## config.mk

```make
export PLATFORM = sky130hd
export DESIGN_NAME = modular_exponentiation
export DESIGN_NICKNAME = d
export VERILOG_FILES = /design/src/design/mexp_pkg.sv /design/src/design/mexp_modmul.sv /design/src/design/mexp_cfg.sv /design/src/design/mexp_ctrl.sv /design/src/design/modular_exponentiation.sv
export SDC_FILE = /design/constraint.sdc
export NUM_CORES = 1
export LEC_CHECK = 0
export ABC_CLOCK_PERIOD_IN_PS = 13100
export BUFFER_PORTS_ARGS = -buffer_cell sky130_fd_sc_hd__buf_2
export CAP_MARGIN = 20
export CORE_MARGIN = 2
export CORE_UTILIZATION = 30
export DETAILED_ROUTE_END_ITERATION = 10
export PLACE_DENSITY = 0.56
export SLEW_MARGIN = 30
export SYNTH_ARGS = -nofsm -noshare
export SYNTH_HDL_FRONTEND = slang
export SYNTH_SLANG_ARGS = --single-unit
```

## constraint.sdc

```tcl
create_clock -name clk -period 13.1 [get_ports clk]
set_clock_uncertainty 0.05 [all_clocks]
set_input_delay 0 -clock clk [delete_from_list [all_inputs] [get_ports clk]]
set_output_delay 0 -clock clk [all_outputs]
set_load 0.1 [all_outputs]
```

## src/design/mexp_pkg.sv

```systemverilog
// Shared constants, register indexes and sequencer states for the modular exponentiation block.
package mexp_pkg;

  // Default parameter values.
  localparam int MOD_BITS_DEF = 31;
  localparam int EXP_BITS_DEF = 32;

  // Fixed field widths of the ports.
  localparam int DATA_BITS   = 31;
  localparam int EXP_IN_BITS = 32;
  localparam int WIDE_BITS   = 64;

  // Configuration port widths.
  localparam int APB_DATA_BITS = 32;
  localparam int APB_ADDR_BITS = 3;

  // Modulus after reset: the prime 1e9+7.
  localparam logic [DATA_BITS-1:0] MODULUS_RESET = 31'd1000000007;

  // Register index, taken from the word address.
  typedef enum logic [0:0] {
    REG_MODULUS = 1'b0
  } reg_idx_t;

  // Sequencer states.
  typedef enum logic [2:0] {
    ST_IDLE,
    ST_REDUCE,
    ST_DISPATCH,
    ST_MUL_ACC,
    ST_MUL_SQ,
    ST_FINISH
  } ctrl_state_t;

endpackage

```

## src/design/mexp_modmul.sv

```systemverilog
// Bit-serial shift-add modular multiplier, one multiplier bit per cycle, MSB first.
module mexp_modmul import mexp_pkg::*; #(
  parameter int MOD_BITS = MOD_BITS_DEF
) (
  input  logic                 clk,
  input  logic                 rst,
  input  logic                 start,
  input  logic [DATA_BITS-1:0] a,
  input  logic [MOD_BITS-1:0]  b,
  input  logic [MOD_BITS-1:0]  m,
  output logic                 done,
  output logic [MOD_BITS-1:0]  product
);

  localparam int CNT_BITS = $clog2(DATA_BITS + 1);

  logic [DATA_BITS-1:0] a_sh;
  logic [MOD_BITS-1:0]  b_op;
  logic [CNT_BITS-1:0]  cnt;

  logic [MOD_BITS:0] m_ext;
  logic [MOD_BITS:0] dbl;
  logic [MOD_BITS:0] red1;
  logic [MOD_BITS:0] sum;
  logic [MOD_BITS:0] red2;

  // One step: double the partial product, reduce, add b when the bit is set, reduce.
  // The partial product and b stay below m, so one subtract suffices each time.
  always_comb begin
    m_ext = {1'b0, m};
    dbl   = {product, 1'b0};
    red1  = (dbl >= m_ext) ? (dbl - m_ext) : dbl;
    sum   = {1'b0, red1[MOD_BITS-1:0]} + (a_sh[DATA_BITS-1] ? {1'b0, b_op} : '0);
    red2  = (sum >= m_ext) ? (sum - m_ext) : sum;
  end

  // Bit counter and completion pulse.
  always_ff @(posedge clk) begin
    if (rst) begin
      cnt  <= '0;
      done <= 1'b0;
    end else begin
      done <= (cnt == CNT_BITS'(1));
      if (start) begin
        cnt <= CNT_BITS'(DATA_BITS);
      end else if (cnt != '0) begin
        cnt <= cnt - CNT_BITS'(1);
      end
    end
  end

  // Operand shift register and accumulator.
  always_ff @(posedge clk) begin
    if (start) begin
      a_sh    <= a;
      b_op    <= b;
      product <= '0;
    end else if (cnt != '0) begin
      a_sh    <= a_sh << 1;
      product <= red2[MOD_BITS-1:0];
    end
  end

endmodule

```

## src/design/mexp_cfg.sv

```systemverilog
// Configuration register file behind the APB-style port: holds the modulus.
module mexp_cfg import mexp_pkg::*; (
  input  logic                     clk,
  input  logic                     rst,
  input  logic                     psel,
  input  logic                     penable,
  input  logic                     pwrite,
  input  logic [APB_ADDR_BITS-1:0] paddr,
  input  logic [APB_DATA_BITS-1:0] pwdata,
  output logic [APB_DATA_BITS-1:0] prdata,
  output logic                     pready,
  output logic [DATA_BITS-1:0]     modulus
);

  reg_idx_t reg_idx;
  logic     wr_en;

  // Word address selects the register; the port never waits.
  always_comb begin
    reg_idx = reg_idx_t'(paddr[APB_ADDR_BITS-1:2]);
    wr_en   = psel && penable && pwrite && (reg_idx == REG_MODULUS);
    pready  = 1'b1;
    prdata  = (reg_idx == REG_MODULUS) ? APB_DATA_BITS'(modulus) : '0;
  end

  // Modulus register.
  always_ff @(posedge clk) begin
    if (rst) begin
      modulus <= MODULUS_RESET;
    end else if (wr_en) begin
      modulus <= pwdata[DATA_BITS-1:0];
    end
  end

endmodule

```

## src/design/mexp_ctrl.sv

```systemverilog
// Square-and-multiply sequencer with exponent shift register and output register.
module mexp_ctrl import mexp_pkg::*; #(
  parameter int MOD_BITS = MOD_BITS_DEF,
  parameter int EXP_BITS = EXP_BITS_DEF
) (
  input  logic                   clk,
  input  logic                   rst,
  input  logic                   in_valid,
  output logic                   in_stall,
  input  logic                   cmd,
  input  logic [DATA_BITS-1:0]   base,
  input  logic [EXP_IN_BITS-1:0] exponent,
  output logic                   out_valid,
  input  logic                   out_stall,
  output logic [DATA_BITS-1:0]   result,
  input  logic [MOD_BITS-1:0]    m,
  output logic                   mul_start,
  output logic [DATA_BITS-1:0]   mul_a,
  output logic [MOD_BITS-1:0]    mul_b,
  input  logic                   mul_done,
  input  logic [MOD_BITS-1:0]    mul_product
);

  ctrl_state_t state, state_next;

  logic [EXP_BITS-1:0]  e, e_next;
  logic [MOD_BITS-1:0]  acc, acc_next;
  logic [MOD_BITS-1:0]  b_r, b_r_next;
  logic                 acc_done, acc_done_next;
  logic                 out_valid_next;
  logic [DATA_BITS-1:0] result_next;

  logic                 m_small;
  logic [WIDE_BITS-1:0] e_wide;
  logic [EXP_BITS-1:0]  e_rest;

  // The exponent for an inverse is m - 2; either source is cut to EXP_BITS.
  always_comb begin
    m_small = (m < MOD_BITS'(2));
    e_wide  = cmd ? (WIDE_BITS'(m) - WIDE_BITS'(2)) : WIDE_BITS'(exponent);
    e_rest  = e >> 1;
  end

  // Next state, datapath updates and multiplier requests.
  always_comb begin
    state_next     = state;
    e_next         = e;
    acc_next       = acc;
    b_r_next       = b_r;
    acc_done_next  = acc_done;
    result_next    = result;
    out_valid_next = out_valid && out_stall;
    mul_start      = 1'b0;
    mul_a          = '0;
    mul_b          = '0;
    in_stall       = (state != ST_IDLE);

    unique case (state)
      ST_IDLE: begin
        if (in_valid) begin
          e_next        = e_wide[EXP_BITS-1:0];
          acc_next      = m_small ? '0 : MOD_BITS'(1);
          acc_done_next = 1'b0;
          if (m_small) begin
            state_next = ST_FINISH;
          end else begin
            // Reduce the base as base * 1 mod m.
            mul_start  = 1'b1;
            mul_a      = base;
            mul_b      = MOD_BITS'(1);
            state_next = ST_REDUCE;
          end
        end
      end
      ST_REDUCE: begin
        if (mul_done) begin
          b_r_next   = mul_product;
          state_next = ST_DISPATCH;
        end
      end
      ST_DISPATCH: begin
        // Multiply into the accumulator for a set bit, then square unless no bits remain.
        if (e == '0) begin
          state_next = ST_FINISH;
        end else if (e[0] && !acc_done) begin
          mul_start  = 1'b1;
          mul_a      = DATA_BITS'(acc);
          mul_b      = b_r;
          state_next = ST_MUL_ACC;
        end else if (e_rest == '0) begin
          state_next = ST_FINISH;
        end else begin
          mul_start  = 1'b1;
          mul_a      = DATA_BITS'(b_r);
          mul_b      = b_r;
          state_next = ST_MUL_SQ;
        end
      end
      ST_MUL_ACC: begin
        if (mul_done) begin
          acc_next      = mul_product;
          acc_done_next = 1'b1;
          state_next    = ST_DISPATCH;
        end
      end
      ST_MUL_SQ: begin
        if (mul_done) begin
          b_r_next      = mul_product;
          e_next        = e_rest;
          acc_done_next = 1'b0;
          state_next    = ST_DISPATCH;
        end
      end
      ST_FINISH: begin
        // Hand the result to the output register once it is free.
        if (!out_valid || !out_stall) begin
          result_next    = DATA_BITS'(acc);
          out_valid_next = 1'b1;
          state_next     = ST_IDLE;
        end
      end
      default: begin
        state_next = ST_IDLE;
      end
    endcase
  end

  // State register and output beat valid.
  always_ff @(posedge clk) begin
    if (rst) begin
      state     <= ST_IDLE;
      out_valid <= 1'b0;
    end else begin
      state     <= state_next;
      out_valid <= out_valid_next;
    end
  end

  // Working registers and output payload.
  always_ff @(posedge clk) begin
    e        <= e_next;
    acc      <= acc_next;
    b_r      <= b_r_next;
    acc_done <= acc_done_next;
    result   <= result_next;
  end

endmodule

```

## src/design/modular_exponentiation.sv

```systemverilog
// Time from accepted beat to result grows with L, the bit length of the effective exponent, and
// with W, its number of set bits; a zero exponent runs only the base reduction, and a modulus
// below two goes straight to the result without any modular product.
// Each modular product runs in the one shared bit-serial multiplier, which sets the rate.
// One item is in work at a time; the next beat is taken the cycle after the result is registered.
// Synchronous active-high reset idles the sequencer, empties the output and sets modulus to 1e9+7.
module modular_exponentiation import mexp_pkg::*; #(
  parameter int MOD_BITS = MOD_BITS_DEF,
  parameter int EXP_BITS = EXP_BITS_DEF
) (
  input  logic                     clk,
  input  logic                     rst,
  input  logic                     in_valid,
  output logic                     in_stall,
  input  logic                     cmd,
  input  logic [DATA_BITS-1:0]     base,
  input  logic [EXP_IN_BITS-1:0]   exponent,
  output logic                     out_valid,
  input  logic                     out_stall,
  output logic [DATA_BITS-1:0]     result,
  input  logic                     psel,
  input  logic                     penable,
  input  logic                     pwrite,
  input  logic [APB_ADDR_BITS-1:0] paddr,
  input  logic [APB_DATA_BITS-1:0] pwdata,
  output logic [APB_DATA_BITS-1:0] prdata,
  output logic                     pready
);

  logic [DATA_BITS-1:0] modulus;
  logic [MOD_BITS-1:0]  m;
  logic                 mul_start;
  logic                 mul_done;
  logic [DATA_BITS-1:0] mul_a;
  logic [MOD_BITS-1:0]  mul_b;
  logic [MOD_BITS-1:0]  mul_product;

  // Only the low MOD_BITS bits of the modulus register take part.
  assign m = modulus[MOD_BITS-1:0];

  // Configuration registers.
  mexp_cfg u_cfg (
    .clk     (clk),
    .rst     (rst),
    .psel    (psel),
    .penable (penable),
    .pwrite  (pwrite),
    .paddr   (paddr),
    .pwdata  (pwdata),
    .prdata  (prdata),
    .pready  (pready),
    .modulus (modulus)
  );

  // Sequencer.
  mexp_ctrl #(
    .MOD_BITS (MOD_BITS),
    .EXP_BITS (EXP_BITS)
  ) u_ctrl (
    .clk         (clk),
    .rst         (rst),
    .in_valid    (in_valid),
    .in_stall    (in_stall),
    .cmd         (cmd),
    .base        (base),
    .exponent    (exponent),
    .out_valid   (out_valid),
    .out_stall   (out_stall),
    .result      (result),
    .m           (m),
    .mul_start   (mul_start),
    .mul_a       (mul_a),
    .mul_b       (mul_b),
    .mul_done    (mul_done),
    .mul_product (mul_product)
  );

  // Shared modular multiplier.
  mexp_modmul #(
    .MOD_BITS (MOD_BITS)
  ) u_modmul (
    .clk     (clk),
    .rst     (rst),
    .start   (mul_start),
    .a       (mul_a),
    .b       (mul_b),
    .m       (m),
    .done    (mul_done),
    .product (mul_product)
  );

endmodule

```

Yosys cells after proc, flatten, opt, wreduce, memory -nomap -nowiden --
Index checks and enable logic that the tools add are counted.
Operators by class: bitwise logic cells 1, divide/modulo/power cells 0, equal/unequal tests 11, mux-type cells 46, shift-type cells 0, multiply operators 0, $add $sub $neg 5, order comparisons 3, reductions and logical operators 26
Operators by type and width (number):
- $mux W31 | 16
- $pmux W31 S2 | 3
- $mux W32 | 3
- $ge A32 B31 Y1 | 2
- $logic_not A32 Y1 | 2
- $pmux W32 S2 | 1
- $sub A31 B31 Y31 | 2
- $add A31 B31 Y32 | 1
- $sub A31 B2 Y32 const B | 1
- $lt A31 B2 Y1 const B | 1
- $mux W3 | 6
- $mux W1 | 12
- $pmux W3 S4 | 1
- $mux W5 | 2
- $reduce_and A3 Y1 | 3
- $ne A2 B1 Y1 const B | 4
- $eq A3 B2 Y1 const B | 2
- $eq A3 B3 Y1 const B | 2
- $reduce_bool A2 Y1 | 3
- $reduce_bool A3 Y1 | 2
- $eq A5 B1 Y1 const B | 1
- $logic_and A1 B1 Y1 | 5
- $reduce_bool A5 Y1 | 1
- $sub A5 B1 Y5 const B | 1
- 12 further kinds | 15
Word-level totals: bits of input ports 106, bits in writable memories 0, bits in latches 0, bits in read-only memories 0, memories 0, output and inout port bits 66, register bits 260

Depth between registers and ports, before layout --
Gate-level depths: netlist of run 1.
depth after elaboration 6, depth in mapped cells 36

By module --
A second synthesis of run 1 with hierarchy kept.
Second synthesis, totals: cells, all modules 1785, area, all modules 17206.5 sq um
Modules (own cells, without submodules):
- mexp_modmul | cells each 1063, times used 1, area an instance 9271.4 sq um, seq. area each 2602.5 sq um
- mexp_ctrl | cells each 548, times used 1, area an instance 6358.6 sq um, seq. area each 3863.7 sq um
- mexp_cfg | cells each 174, times used 1, area an instance 1576.5 sq um, seq. area each 620.6 sq um

Worst setup path before layout of run 1 --
Ideal clock, no wire load.
path type flip-flop to flip-flop, start point reg u_cfg.modulus[1], end point reg u_modmul.product[22], stages on the path, launching flop included 35, data arrival time 6.982 ns, data required time 12.906 ns, path slack 5.923 ns, cell sequence dfxtp_1 > inv_1 > fa_1 > a211oi_1 > o211a_1 > nor4_1 > o21ai_0 > o221ai_1 > o311a_1 > o32ai_2 > buf_2 > buf_4 > nand2_1 > o31ai_1 > ha_1 > a211oi_1 > nor2_1 > o41ai_2 > a2111oi_0 > or3_1 > and2_1 > a41oi_1 > nand2b_1 > xor2_1 > ha_1 > a21oi_1 > o21ai_0 > a21o_1 > a221o_1 > a31oi_1 > o41ai_2 > buf_4 > buf_4 > o21ai_0 > a211oi_2
Between the ends: cells in the longest elaborated chain, start to end 5, elaborated cells on any way between the ends 11, those cells by class 3 x add/sub; 3 x order compare; 5 x mux
Ends and longest elaborated chain:
- from (decl) | line mexp_cfg.sv:12 | output logic [DATA_BITS-1:0] modulus
- from (signal assigned) | line mexp_cfg.sv:31 | modulus <= pwdata[DATA_BITS-1:0];
- $sub A31 B31 Y31 or $ge A32 B31 Y1 (tied branches) | line mexp_modmul.sv:32 | red1 = (dbl >= m_ext) ? (dbl - m_ext) : dbl;
- $mux W31 | line mexp_modmul.sv:32
- $add A31 B31 Y32 | line mexp_modmul.sv:33 | sum = {1'b0, red1[MOD_BITS-1:0]} + (a_sh[DATA_BITS-1] ? {1'b0, b_op} : '0);
- $sub A31 B31 Y31 or $ge A32 B31 Y1 (tied branches) | line mexp_modmul.sv:34 | red2 = (sum >= m_ext) ? (sum - m_ext) : sum;
- $mux W31 | line mexp_modmul.sv:34
- to (signal assigned) | line mexp_modmul.sv:60 | product <= red2[MOD_BITS-1:0];
- to (decl) | line mexp_modmul.sv:12 | output logic [MOD_BITS-1:0] product
Parallel ways exist; a longest one is shown, timed or not. A chain may end at the register's enable or synchronous reset.

Worst setup path after layout of run 1 --
start point reg u_cfg.modulus[1], end point reg u_modmul.product[23]
Same word-level chain as after synthesis.

==> results of run 1 <==
==> repair_timing <==
action                    CTS  global route
hold buffers              108             0
setup buffers               0             0
hold endpoints to repair  114             0
gates resized for setup     0             0
==> logic make-up (layout without fill, tap and decap cells) <==
group / Yosys count / count (layout) / synth area share, %
muxes: 28 / 28 / 1.708
buffers and inverters: 156 / 416 / 3.862
AOI/OAI and AO/OA: 527 / 527 / 20.14
xor gates and xnor gates: 99 / 99 / 5.147
other: 2 / 4 / 0.04458
adders and majority gates: 100 / 100 / 7.561
DFF: 260 / 260 / 42.07
and+or+nand+nor: 670 / 670 / 19.47
==> area by class of cell <==
| type | instances | share of cell area, % |
|---|---|---|
| Antenna cell | 2 | 0.02432 |
| Clock buffer | 32 | 3.788 |
| Sequential cell | 260 | 34.44 |
| Tap cell | 748 | 4.548 |
| Clock inverter | 23 | 1.240 |
| Inverter | 65 | 1.186 |
| Timing Repair Buffer | 296 | 10.18 |
| Multi-Input combinational cell | 1426 | 44.59 |
==> stage by stage <==
step                      instances  util, %  setup slack [ns]  hold WS, ns
final                          2852    37.20             3.634      0.05813
after global routing           2850    37.20             3.158      0.07459
after CTS                      2850    37.19             3.707       0.1056
after detailed placement       2687    33.36             3.761       0.1561
after global placement         2685    33.31             3.863       0.1559
after floorplan                1842        -             5.923      0.06784
==> worst max-delay path: cells and delay by family, from the launching register on <==
| family | cells | cell delay (ns) |
|---|---|---|
| AO/OA/AOI/OAI | 19 | 4.95 |
| adder cells (fa/ha/maj) | 3 | 1.16 |
| buffers and inverters | 3 | 1.03 |
| AND/OR/NAND/NOR | 4 | 0.83 |
| multiplexers | 2 | 0.76 |
| flip-flops | 1 | 0.41 |
| XOR/XNOR | 1 | 0.17 |
==> flip-flops by register name (all words and copies together) (netlist names) <==
name	count
u_modmul.product	31
u_ctrl.e	32
u_ctrl.acc	31
u_modmul.done	1
u_ctrl.state	3
u_ctrl.b_r	31
u_modmul.b_op	31
u_ctrl.acc_done	1
u_modmul.cnt	5
u_modmul.a_sh	31
u_ctrl.out_valid	1
u_ctrl.result	31
u_cfg.modulus	31
==> metal layers <==
| layer | GRT usage, % | vias up |
|---|---|---|
| met5 | 0 | - |
| met4 | 6.958 | 0 |
| met3 | 3.363 | 110 |
| met2 | 29.07 | 458 |
| met1 | 25.44 | 7001 |
| li1 | - | 7207 |
==> final timing paths <==
| check | from | to |
|---|---|---|
| hold reg to reg | u_ctrl.acc[22] | u_ctrl.result[22] |
| hold / removal | cmd | u_ctrl.e[31] |
| setup reg to reg | u_cfg.modulus[1] | u_modmul.product[23] |
| setup / recovery | u_cfg.modulus[1] | u_modmul.product[23] |
==> cell usage in the layout (no fill, tap or decap), types with 22 or more instances in the layout <==
cell type	count
o221ai_1	23
xnor2_1	68
nand3_1	36
mux2i_1	22
ha_1	97
edfxtp_1	188
nor3_1	24
dlygate4sd3_1	108
inv_1	63
nor2_1	133
o21ai_0	143
dfxtp_1	72
and2_1	96
and3_1	28
a21o_1	34
nand2_1	241
xor2_1	31
buf_2	165
a21oi_1	147
clkbuf_16	31
==> power groups by stage <==
stage | logic [mW] | registers (mW) | clock network [mW]
finish | 3.58 | 1.19 | 0.886
floorplan | 2.77 | 1.13 | 0
detailed placement | 3.50 | 1.20 | 0
CTS | 3.54 | 1.18 | 0.907
global placement | 3.45 | 1.19 | 0
global route | 3.96 | 1.20 | 0.934
==> flow_summary_export.csv, run 1 <==
group,metric,value,unit
critical_path,rrSetupSlack,3.63,ns
global_route,grtUsageTotal,18.55,%
critical_path,r2r_cells,32,
final_layout,nFillCells,5586,
final_layout,syn2layout_area_growth,22.16,%
final_layout,seqCellArea,7087,um^2
place,gp_congestion,0.8969,
sta,slew_violations,0,
cts,clkTransAtPathRegs,0.07,ns
sta,fin_setup_tns,0,ns
final_layout,drive_gt1_share,13.61,%
global_route,grt_max_degree,66,
floorplan,start_util,30.46,%
floorplan,fp.dieW,241.0,um
floorplan,io_pins,172,
power_and_ir_drop,max-vdd-ir-drop,155.5,uV
power_and_ir_drop,leakagePower,8.325,nW
routing,wl_met1,25330,um
power_and_ir_drop,p_total,5.654,mW
floorplan,coreArea,55310,um^2
sta,hold_violations,0,
outcome,run_status,"completed",
critical_path,worst_ep_required_time,13.57,ns
place,dpl.hpwl,41770,um
synthesis,synth_edf_count,188,
routing,drc,0,
sta,final.period_utilization,72.26,%
worst_hold_path,hold_path.class,"input port to flip-flop",
routing,vias,14776,
routing,top_layer,"met4",
critical_path,slowest_stage,"o21ai_0",
power_and_ir_drop,p_clk_share,15.7,%
routing,wire_per_inst,19.54,um
cts,cts_root_buf,"clkbuf_16",
synthesis,yosys-top-cells-count,"242 x nand2_1, 188 x edfxtp_1, 149 x a21oi_1",
cts,clk_latency,0.57,ns
sta,max_slew.worst_pin.slew,0.8837,ns
synthesis,synth_area_leader_cell,"edfxtp_1",
synthesis,syn_area_per_cell,9.145,um^2
power_and_ir_drop,swShare,46.26,%
critical_path,cp-start-kind,"flip-flop",
synthesis,synth_cells,1842,
final_layout,final_area,20580,um^2
power_and_ir_drop,combPwrFrac,63.3,%
synthesis,synthesis.area,16840,um^2
synthesis,synth-main-ff-cell,"edfxtp_1",
synthesis,yosys_warnings,0,
synthesis,synth_nets,2048,
floorplan,dieHeight,241.0,um
synthesis,yosysTopAreaCellShare,33.51,%
place,dpl_cell_area,18450,um^2
cts,htreeDepth,1,
routing,vias_per_cell,5.181,
global_route,globalRouteOverflowTotal,0,
synthesis,synthTopCellsByArea,"edfxtp_1 34%, dfxtp_1 8.6%, ha_1 7.2%, nand2_1 5.4%, a21oi_1 4.4%",
critical_path,cp_data_arrival_time,9.94,ns
sta,setup_viol,0,
cts,cts_buffers,30,
synthesis,ys_seq_area_share,42.07,%
final_layout,multiInputGateArea,9176,um^2
routing,met3_length,3522,um
job,drv_cap,0,
power_and_ir_drop,switchingPower,2.616,mW
critical_path,crit_fanout,58,
sta,slew-limit-headroom,41.09,%
critical_path,endpoint_kind,"flip-flop",
global_route,grt_first_pass_wirelength,82990,um
synthesis,postSynthRegisterBits,260,
synthesis,async_flop_share,0,%
sta,rsz0062_at_grt,"false",
routing,drtIter0Drc,906,
cts,cts_sinks,260,
routing,totalWireLength,55740,um
worst_hold_path,whs_path_depth,3,
floorplan,dieArea,58060,um^2
routing,ant_nets,0,
routing,firstDrtPassIters,5,
final_layout,nets,2285,
floorplan,row_count,86,
sta,max_freq,105.6,MHz
power_and_ir_drop,pwr-share-seq,21.0,%
sta,period_needed,9.466,ns
routing,dr_wl_met2,24940,um
cts,cts_tree,"done",
place,io_buffers,166,
global_route,grt_pass1_vias,14145,
power_and_ir_drop,p_per_area,274.8,nW/um^2
critical_path,crit_type,"flip-flop to flip-flop",
critical_path,slowest_delay,0.52,ns
cts,cts_buffer_depth,3,
synthesis,post-synth-top-count-cell,"nand2_1",
global_route,antenna_found_initial,2,
power_and_ir_drop,p_int,3.039,mW
synthesis,yosysUniqueCellTypes,83,
(Power assumes the default switching activity.)
==> inputs of run 2 (changes only) <==
--- a/config.mk
+++ b/config.mk
@@ -5,7 +5,7 @@
 export SDC_FILE = /design/constraint.sdc
 export NUM_CORES = 1
 export LEC_CHECK = 0
-export ABC_CLOCK_PERIOD_IN_PS = 13100
+export ABC_CLOCK_PERIOD_IN_PS = 9040
 export BUFFER_PORTS_ARGS = -buffer_cell sky130_fd_sc_hd__buf_2
 export CAP_MARGIN = 20
 export CORE_MARGIN = 2
==> constraint.sdc (replaced) <==
create_clock -name clk -period 9.04 [get_ports clk]
set_clock_uncertainty 0.05 [all_clocks]
set_input_delay 0 -clock clk [delete_from_list [all_inputs] [get_ports clk]]
set_output_delay 0 -clock clk [all_outputs]
set_load 0.1 [all_outputs]
==> run 2 against run 1 <==
Compared with the run above:
- first-iteration DRC count increased by 36%
- highest routed layer unchanged
- critical path type unchanged
- design area increased by 1.0%
- global-route usage increased by 0.91 points
- sequential share of layout area decreased by 0.34 points
- combinational power increased by 50%
- die area unchanged
- final cell count increased by 1.1%
- hold slack improved by 0.046 ns
- maximum frequency increased by 12%
- critical endpoint is now u_modmul.product[2]
==> flow_summary_export.csv, run 2 (synthesis gave the netlist of run 1 again) <==
group,metric,value,unit
critical_path,r2r_cells,31,
global_route,grt_pass1_vias,14542,
cts,cts_root_buf,"clkbuf_16",
routing,vias,15020,
global_route,grt_first_pass_wirelength,86590,um
final_layout,seqCellArea,7087,um^2
sta,rsz0062_at_grt,"false",
sta,fin_setup_tns,0,ns
cts,htreeDepth,1,
floorplan,dieHeight,241.0,um
sta,final.period_utilization,93.39,%
place,gp_congestion,0.9042,
critical_path,cp-endpoint,"u_modmul.product[2]",
critical_path,r2r_end,"u_modmul.product[2]",
outcome,run_status,"completed",
critical_path,crit_fanout,48,
sta,period_needed,8.443,ns
sta,max_freq,118.4,MHz
critical_path,cp-start-kind,"flip-flop",
place,dpl.hpwl,43980,um
place,io_buffers,166,
critical_path,endpoint_kind,"flip-flop",
cts,cts_sinks,260,
critical_path,rrSetupSlack,0.60,ns
critical_path,cp_data_arrival_time,8.86,ns
critical_path,crit_type,"flip-flop to flip-flop",
cts,cts_buffer_depth,3,
final_layout,finish.utilization,37.58,%
power_and_ir_drop,p_per_area,399.2,nW/um^2
final_layout,layout_common_cells,"241 x nand2_1, 188 x edfxtp_1, 166 x buf_2",
routing,vias_per_cell,5.210,
floorplan,dieArea,58060,um^2
critical_path,slowest_delay,0.41,ns
sta,max_slew.worst_pin.slew,0.8647,ns
sta,slew-limit-headroom,42.35,%
final_layout,syn2layout_area_growth,23.37,%
power_and_ir_drop,leakagePower,8.464,nW
final_layout,largest_reg_flops,32,
floorplan,io_pins,172,
routing,firstDrtPassIters,6,
global_route,antenna_found_initial,0,
final_layout,diodes,0,
final_layout,multiInputGateArea,9178,um^2
final_layout,nets,2318,
global_route,grtUsageTotal,19.46,%
routing,totalWireLength,58110,um
sta,setup_viol,0,
cts,cts_buffers,29,
critical_path,r2r-start,"u_cfg.modulus[2]",
sta,slew_violations,0,
critical_path,worst_ep_required_time,9.46,ns
final_layout,max_flop_register,"u_ctrl.e",
global_route,grt_max_degree,66,
routing,drtIter0Drc,1235,
critical_path,critPathMostFrequentCell,"ha_1",
routing,ant_nets,0,
final_layout,drive_gt1_share,14.57,%
power_and_ir_drop,max-vdd-ir-drop,260.9,uV
global_route,globalRouteOverflowTotal,0,
floorplan,row_count,86,
worst_hold_path,hold_path.class,"input port to flip-flop",
floorplan,start_util,30.46,%
sta,hold_violations,0,
cts,clkTransAtPathRegs,0.06,ns
critical_path,slowest_stage,"dfxtp_1",
critical_path,crit_path_start,"u_cfg.modulus[2]",
final_layout,layout_commonest_cell,"nand2_1",
floorplan,fp.dieW,241.0,um
routing,wire_per_inst,20.16,um
floorplan,coreArea,55310,um^2
cts,cts_tree,"done",
final_layout,nFillCells,5636,
cts,clk_latency,0.59,ns
job,drv_cap,0,
routing,drc,0,
[run 2: cell count changes in the layout (fill, tap and decap cells not counted), sizes merged]
cell,previous run,this run
diode,2,0
clkbuf,32,33
inv,67,66
dlygate4sd3,108,112
bufinv,5,3
clkinvlp,5,6
buf,188,218
[run 2: stage by stage]
stage | cell area [um^2] | cells | worst slack (ns) | power, mW | hold WS (ns)
finish | 20780 | 2883 | 0.5974 | 8.296 | 0.1037
global route | 20780 | 2883 | 0.07949 | 8.965 | 0.1124
CTS | 20720 | 2878 | 0.3761 | 8.211 | 0.1006
detailed placement | 18650 | 2712 | 0.4286 | 6.937 | 0.1643
global placement | 18620 | 2710 | 0.5576 | 6.878 | 0.1611
floorplan | 16840 | 1842 | 1.863 | 5.661 | 0.06784
[run 2: worst min-delay path by stage]
stage | end | depth (start not counted) | start
2_1_floorplan | u_cfg.modulus[17] | 1 | pwdata[17]
3_3_place_gp | u_cfg.modulus[14] | 2 | pwdata[14]
3_5_place_dp | u_cfg.modulus[15] | 2 | pwdata[15]
4_1_cts | u_cfg.modulus[15] | 3 | pwdata[15]
5_1_grt | u_cfg.modulus[20] | 3 | pwdata[20]
6_report | u_ctrl.e[1] | 3 | cmd
[run 2: layout make-up]
type                            count  share of cell area (%)
Sequential cell                   260                   34.10
Inverter                           65                   1.174
Clock inverter                     21                  0.9994
Multi-Input combinational cell   1426                   44.16
Clock buffer                       33                   3.564
Timing Repair Buffer              330                   11.50
Tap cell                          748                   4.503
[run 2: where the power goes]
part	internal (mW)	switching (mW)	leakage [nW]	total [mW]
clock	0.678	0.519	0.447	1.20
combinational	2.17	3.20	5.60	5.37
sequential	1.53	0.200	2.42	1.73
total	4.38	3.92	8.46	8.30
[run 2: worst max-delay path, delay by kind of cell (launching register included)]
kind / cells / cell delay (ns)
compound gates: 18 / 4.54
fa+ha+maj: 3 / 1.05
simple gates: 5 / 0.93
mux: 2 / 0.58
flops: 1 / 0.41
buf+inv: 2 / 0.40
xor+xnor: 1 / 0.31
[run 2: timing repair]
item	CTS	global route
buffers inserted	0	4
hold buffers	112	0
endpoints found under the hold margin	141	0
gates resized for setup	0	2
endpoints found under the setup margin	0	31
[run 2: layer usage]
layer  up-vias  track usage [%]  wire [um]
met3       104            2.734       3418
li1       7256                -          -
met1      7141            26.96      26370
met4         0            7.389       2181
met5         -                0          0
met2       519            30.71      26140
